`config.mk`:
```
export PLATFORM = sky130hd
export DESIGN_NAME = mpd_ctrl
export DESIGN_NICKNAME = d
export VERILOG_FILES = /design/src/rtl/core/mpd_pkg.sv /design/src/rtl/core/mpd_ctrl.sv
export SDC_FILE = /design/constraint.sdc
export NUM_CORES = 1
export LEC_CHECK = 0
export CORE_AREA = 2 2 39 41
export DETAILED_ROUTE_END_ITERATION = 8
export DIE_AREA = 0 0 41 43
export DONT_BUFFER_PORTS = 1
export GPL_TIMING_DRIVEN = 0
export SLEW_MARGIN = 15
export SYNTH_ARGS = -nofsm -noshare
export SYNTH_HDL_FRONTEND = slang
export SYNTH_SLANG_ARGS = --single-unit
```
`constraint.sdc`:
```
create_clock -name clk -period 1.7 [get_ports clk]
set_clock_uncertainty 0.15 [all_clocks]
set_input_delay 0.085 -clock clk [delete_from_list [all_inputs] [get_ports clk]]
set_output_delay 0.085 -clock clk [all_outputs]
set_load 0.05 [all_outputs]
```
`src/rtl/core/mpd_pkg.sv`:
```
// Shared types and constants for the minimum partition difference block.
// Holds the transaction structs and the controller/datapath command and status
// structs. No dependencies.
package mpd_pkg;

  // Fixed field widths of the transactions
  localparam int VALUE_W = 8;
  localparam int DIFF_W  = 12;

  // Defaults for the top-level parameters
  localparam int MAX_SUM_DEF   = 4095;
  localparam int VALUE_MAX_DEF = 255;
  localparam int WORD_BITS_DEF = 64;

  // Input transaction
  typedef struct packed {
    logic [VALUE_W-1:0] value;
    logic               last;
  } item_t;

  // Result transaction
  typedef struct packed {
    logic [DIFF_W-1:0] difference;
    logic              overflow;
  } result_t;

  // Commands from the controller to the datapath
  typedef struct packed {
    logic accept;      // latch the item, update the running total
    logic prime;       // load the word counter, read the first source word
    logic upd_issue;   // read destination and lower source word at the counter
    logic cnt_load;    // load the word counter with the top word
    logic cnt_dec;     // step the word counter down
    logic scan_issue;  // read the word at the counter for the search
    logic scan_check;  // capture the best sum on a hit
    logic emit;        // register the result and raise the strobe
    logic clear;       // return the bitset and total to the empty set
  } mpd_cmd_t;

  // Status from the datapath to the controller
  typedef struct packed {
    logic skip;      // item leaves the bitset unchanged
    logic at_q;      // counter reached the lowest destination word
    logic last;      // latched item closes the set
    logic ovf;       // total has passed the sum limit
    logic hit;       // search word holds a sum not above half the total
    logic cnt_zero;  // counter is at word zero
  } mpd_stat_t;

endpackage

```
`src/rtl/core/mpd_ctrl.sv`:
```
// Controller state machine for the minimum partition difference block.
// Sequences the bitset update, the search and the result transaction.
// Depends on mpd_pkg.
module mpd_ctrl
  import mpd_pkg::*;
(
  input  logic      clk,
  input  logic      rst,
  input  logic      start,
  input  mpd_stat_t stat,
  output mpd_cmd_t  cmd,
  output logic      busy
);

  localparam logic [2:0] S_IDLE   = 3'd0;
  localparam logic [2:0] S_DECIDE = 3'd1;
  localparam logic [2:0] S_PRIME  = 3'd2;
  localparam logic [2:0] S_UPD    = 3'd3;
  localparam logic [2:0] S_DRAIN  = 3'd4;
  localparam logic [2:0] S_WRAP   = 3'd5;
  localparam logic [2:0] S_SCAN   = 3'd6;
  localparam logic [2:0] S_EMIT   = 3'd7;

  logic [2:0] state;
  logic [2:0] state_next;

  // Advance the state
  always_ff @(posedge clk) begin
    if (rst) begin
      state <= S_IDLE;
    end else begin
      state <= state_next;
    end
  end

  assign busy = (state != S_IDLE);

  // Decode next state and commands
  always_comb begin
    state_next = state;
    cmd        = '0;
    unique case (state)
      S_IDLE: begin
        if (start) begin
          cmd.accept = 1'b1;
          state_next = S_DECIDE;
        end
      end
      S_DECIDE: begin
        state_next = stat.skip ? S_WRAP : S_PRIME;
      end
      S_PRIME: begin
        cmd.prime  = 1'b1;
        state_next = S_UPD;
      end
      S_UPD: begin
        cmd.upd_issue = 1'b1;
        if (stat.at_q) begin
          state_next = S_DRAIN;
        end else begin
          cmd.cnt_dec = 1'b1;
        end
      end
      S_DRAIN: begin
        // last write of the update lands here
        state_next = S_WRAP;
      end
      S_WRAP: begin
        if (!stat.last) begin
          state_next = S_IDLE;
        end else if (stat.ovf) begin
          state_next = S_EMIT;
        end else begin
          cmd.cnt_load = 1'b1;
          state_next   = S_SCAN;
        end
      end
      S_SCAN: begin
        cmd.scan_issue = 1'b1;
        cmd.scan_check = 1'b1;
        cmd.cnt_dec    = !stat.cnt_zero;
        if (stat.hit) begin
          state_next = S_EMIT;
        end
      end
      S_EMIT: begin
        cmd.emit   = 1'b1;
        cmd.clear  = 1'b1;
        state_next = S_IDLE;
      end
      default: begin
        state_next = S_IDLE;
      end
    endcase
  end

endmodule

```
==> results.tsv, run 1 <==
metric	value	unit
status	completed	
grt_max_degree	11	
clkLatencyLatePin	0.23	ns
reg2reg_depth	4	
coreArea	1384	um^2
max_slew.worst_pin.slew	0.8283	ns
diodes	0	
rsz0062_at_grt	yes	
r2r-start	state[0]	
cts_made_buffers	3	
totalPowerFinal	0.4554	mW
dr_total_vias	318	
dp.cells	56	
power_density	942.9	nW/um^2
slew_headroom	0.4454	
pin_count	19	
antenna_found_initial	0	
multiInputGateArea	229.0	um^2
fin_hold_ws	0.001620	ns
grt_first_pass_wirelength	1.173	mm
worst_setup_path_start_kind	flip-flop	
period_share	0.9824	
critPathMaxFanout	5	
rows	14	
post_drt_wl_per_cell	11.77	um
final_cell_count_no_fill	69	
fmax	0.5988	GHz
hp-class	input pin to flip-flop	
synth_cell_types	24	
slowest_stage	or3_4	
ys_seq_area_frac	0.2043	
die_width	41	um
clkSinkCount	3	
required	1.46	ns
drtIter0Drc	0	
synth_flop_cell	dfxtp_1	
drc	0	
cts_root_buf	clkbuf_4	
dieArea	1763	um^2
portBuffers	0	
fin_crit	1.670	ns
cts_tree	done	
syn2layout_area_growth	64.26	%
regMostFlops	state	
path_clk_slew	0.04	ns
hold_viol	0	
grt_usage	0.1014	
cpLargestDelayFamily	simple AND/OR/NAND/NOR gates	
postRouteAntennaNets	0	
setup_viol	0	
avgSynthCellArea	7.351	um^2
maxCapViolations	0	
dp_hpwl	526.4	um
wl	812	um
critPathLaunch	state[0]	
crit_buf_inv	1	
seqCellArea	62.56	um^2
start_util	0.2125	
num-fill-cells	152	
cp.depth	3	
drtPass1Iterations	1	
largest_reg_flops	3	
cts_buffer_depth	2	
synth_edf_count	0	
vdd_drop_max	0.3100	mV
crit_end	cmd[8]	
post_synth_main_area_contributors	dfxtp_1 (20%), nor2_1 (7.7%), nor3b_1 (7.7%)	
ys_ff_latch	3	
end_kind	output pin	
fin_nets	63	
synth.most_common_cell	nor2_1	
r2r-end	state[2]	
netlist_area	294.0	um^2
preCtsSetupSlack	-0.08196	ns
rrSetupSlack	0.14	ns
path_class	flip-flop to output pin	
grt_pass1_vias	302	
worst_slack	0.02992	ns
synth_top_area_frac	0.2043	
ys_warn_count	0	
synth.top_cells.by_count	nor2_1 (6), dfxtp_1 (3), nor3b_1 (3)	
p_leak	0.1910	nW
die_y	43	um
syn-num-nets	49	
largest_registers	state: 3 flops	
path_cells	buf_6 -> or3_4 -> nor2_4	
gr-total-overflow	0	
yosysTopAreaCell	dfxtp_1	
finalWeightedCongestion	0.6490	
slew_violations	0	
cpPeakStageDelay	0.47	ns
synthArstFlopShare	0	
htree_levels	1	
layout-drive-gt1-share	0.4717	
via_per_inst	4.609	
cp.arrival	1.44	ns
syn_inst	40	
final_core_util	0.3490	
-- how the worst min path moves through the flow --
stage / from / to / slack [ns] / cells past startpoint
2_1_floorplan: rst / state[2] / 0.001 / 1
3_5_place_dp: rst / state[2] / 0.01 / 1
5_1_grt: stat[5] / state[2] / 0.02 / 3
4_1_cts: stat[5] / state[2] / 0.003 / 3
6_report: stat[5] / state[2] / 0.002 / 3
3_3_place_gp: rst / state[2] / 0.008 / 1
-- worst min-delay path: stages --
cell and delay [ns]:
nor2_1 0.07, or3_4 0.13, a221oi_2 0.05
-- kinds of logic after synthesis --
family | synth area share
AOI/OAI and AO/OA | 0.2341
DFF | 0.2043
buffers and inverters | 0.1702
and+or+nand+nor | 0.3915
-- repair_timing --
action	in CTS	in global routing
gates cloned	0	1
pin swaps	1	2
setup buffers	0	2
endpoints found under the hold margin	3	0
setup endpoints to repair	8	5
gates resized for setup	8	6
hold buffers	7	0
-- where the power goes --
part	leakage, nW	switching [mW]	internal, mW
Combinational	0.151	0.138	0.0911
Sequential	0.0254	0.0170	0.0835
Clock	0.0150	0.0381	0.0881
-- area by class of cell --
class | instances | share of cell area
Multi-Input combinational cell | 29 | 0.4741
Timing Repair Buffer | 10 | 0.1865
Sequential cell | 3 | 0.1295
Buffer | 4 | 0.08549
Clock buffer | 4 | 0.05440
Tap cell | 16 | 0.04145
Inverter | 3 | 0.02850
-- cell usage in the layout, fill, tap and decap left out, types with 2 or more instances in the layout --
cell type	netlist	layout
nand2_1	2	2
dlygate4sd3_1	0	7
buf_4	2	3
buf_6	1	3
nor2_1	6	3
nor2_4	0	2
or3_4	1	2
o21ai_0	2	2
dfxtp_2	0	2
inv_1	2	2
clkbuf_4	0	3
a21oi_1	2	2
-- routing by layer --
layer  GRT usage  share of wire  vias up  wire, um
li1            -              -      161         -
met1      0.1061           0.43      141       350
met2      0.1500           0.48       16       387
met3     0.04188          0.091        0        74
met4     0.08000              0        0         0
met5           0              0        -         0
-- stage by stage --
stage          area [um^2]   TNS, ns
3_5_place_dp         334.1   -0.1697
4_1_cts              460.4   -0.1164
5_1_grt              483.0  -0.01972
6_report             483.0         0
3_3_place_gp         334.1   -0.1439
2_1_floorplan        314.1         0
Power figures use the tool's default switching activity.
==> inputs of run 2 (changes only) <==
==> constraint.sdc (replaced) <==
create_clock -name clk -period 1.7 [get_ports clk]
set_clock_uncertainty 0.15 [all_clocks]
set_input_delay 0.51 -clock clk [delete_from_list [all_inputs] [get_ports clk]]
set_output_delay 0.51 -clock clk [all_outputs]
set_load 0.05 [all_outputs]
==> results.tsv, run 2 (synthesis results as in run 1) <==
metric	value	unit	change
required	1.04	ns	-0.42 ns
grt_max_degree	11		unchanged
layout-drive-gt1-share	0.7037		+0.2320
dp_hpwl	554.3	um	+5.3%
path_class	flip-flop to output pin		
design_area	559.3	um^2	+16%
maxCapViolations	0		unchanged
clkPwrFrac	0.233		-0.044
vdd_drop_max	0.3572	mV	+15%
rows	14		unchanged
power_density	929.4	nW/um^2	-1.4%
wl	839	um	+3.3%
syn2layout_area_growth	90.21	%	
cpLargestDelayFamily	simple AND/OR/NAND/NOR gates		
status	finished with violations		
worst_slack	-0.4062	ns	-0.4362 ns
fin_nets	64		+1.6%
drtPass1Iterations	1		unchanged
drc	0		unchanged
cts_root_buf	clkbuf_4		
fmax	0.4748	GHz	-21%
hold_viol	0		unchanged
largest_registers	state: 3 flops		
cpPeakStageDelay	0.43	ns	-0.04 ns
worst_setup_path_start_kind	flip-flop		
num-fill-cells	153		+0.66%
max_slew.worst_pin.slew	0.6169	ns	-0.2114 ns
antenna_found_initial	0		unchanged
die_width	41	um	unchanged
cts_made_buffers	3		unchanged
p_leak	0.2327	nW	+22%
final_cell_count_no_fill	70		+1.4%
critPathMaxFanout	7		+2
path_cells	buf_8 -> or3_4 -> nor2_4		
layout_common_cells	buf_6 (5), buf_4 (5)		
dpl_cell_area	376.6	um^2	+13%
coreArea	1384	um^2	unchanged
post_drt_wl_per_cell	11.99	um	+1.8%
switching_share	0.4003		-0.02280
cts_buffer_depth	2		unchanged
dieArea	1763	um^2	unchanged
path_clk_slew	0.03	ns	about the same
drtIter0Drc	0		unchanged
period_share	1.239		+0.2566
dp.cells	56		unchanged
power.internal	0.3117	mW	+19%
hp-class	input pin to flip-flop		
ctsHoldBuffers	0		-7
violations	setup timing		
regMostFlops	state		
die_y	43	um	unchanged
switchingPower	0.2081	mW	+8.0%
crit_buf_inv	1		unchanged
postRouteAntennaNets	0		unchanged
rsz0062_at_grt	yes		
pin_count	19		unchanged
portBuffers	0		unchanged
via_per_inst	4.686		+1.7%
cts_tree	done		
final_core_util	0.4042		+0.05515
fin_crit	2.106	ns	+0.4362 ns
slew_headroom	0.5883		+0.1429
cp.arrival	1.45	ns	about the same
clkLatencyLatePin	0.23	ns	about the same
clkSinkCount	3		unchanged
slew_violations	0		unchanged
grt_pass1_vias	285		-5.6%
finalWeightedCongestion	0.6588		+1.5%
grt_first_pass_wirelength	1.055	mm	-10%
slowest_stage	or3_4		
grt_usage	0.09018		-0.01123
seq_power_share	0.176		-0.045
gr-total-overflow	0		unchanged
htree_levels	1		unchanged
diodes	0		unchanged
setup_viol	10		+10
end_kind	output pin		
start_util	0.2125		unchanged
p_comb_frac	0.591		+0.089
dr_total_vias	328		+3.1%
largest_reg_flops	3		unchanged
tns	-2.254	ns	-2.254 ns
[run 2: changes by cell type in the layout (fill, tap and decap cells not counted), sizes merged]
cell,before,now
buf,7,15
dlygate4sd3,7,0
[run 2: cell type report]
cell class / instances / area, um^2 / area share
buffer: 5 / 67.56 / 0.1208
clock buffer: 4 / 26.28 / 0.04698
inverter: 3 / 13.76 / 0.02461
multi-input combinational: 29 / 269.0 / 0.4810
sequential: 3 / 66.31 / 0.1186
tap: 16 / 20.02 / 0.03579
timing repair buffer: 10 / 96.34 / 0.1723
[run 2: worst register-to-register path: stages, from the launching register on]
cell and delay, ns:
dfxtp_4 0.34, buf_8 0.14, buf_6 0.12, nor3b_4 0.54
a221oi_2 0.15
[run 2: path summary, 6_finish.rpt]
kind                               start  endpoint  slack, ns  cells past startpoint
worst max register to register  state[2]  state[2]       0.12                      4
worst max-delay path            state[2]    cmd[8]      -0.41                      3
worst min-delay path                 rst  state[2]       0.19                      1
worst min register to register  state[2]  state[0]       0.49                      3
[run 2: metal layers]
metal	GRT usage	part of all wire	vias to the layer above
met3	0.03665	0.12	0
met1	0.09904	0.36	147
li1	-	-	165
met4	0.08000	0	0
met5	0	0	-
met2	0.1250	0.52	16
[run 2: power groups by stage]
stage	Combinational [mW]	Clock, mW	Sequential, mW
2_1_floorplan	0.193	0	0.0894
3_3_place_gp	0.208	0	0.0909
3_5_place_dp	0.211	0	0.0911
4_1_cts	0.249	0.129	0.0903
5_1_grt	0.328	0.130	0.0925
6_report	0.307	0.121	0.0917
[run 2: per-stage QoR]
step	power (mW)	hold slack, ns	setup WS [ns]
2_1_floorplan	0.2828	0.3757	-0.2004
3_3_place_gp	0.2988	0.4098	-0.2276
3_5_place_dp	0.3017	0.4161	-0.2375
4_1_cts	0.4681	0.1781	-0.4089
5_1_grt	0.5500	0.1800	-0.4404
6_report	0.5198	0.1867	-0.4062
[run 2: repair_timing]
item | 4_1_cts | 5_1_grt
pin swaps | 4 | 4
setup buffers | 5 | 4
cloned | 1 | 0
endpoints found under the setup margin | 11 | 10
resized for setup | 5 | 14
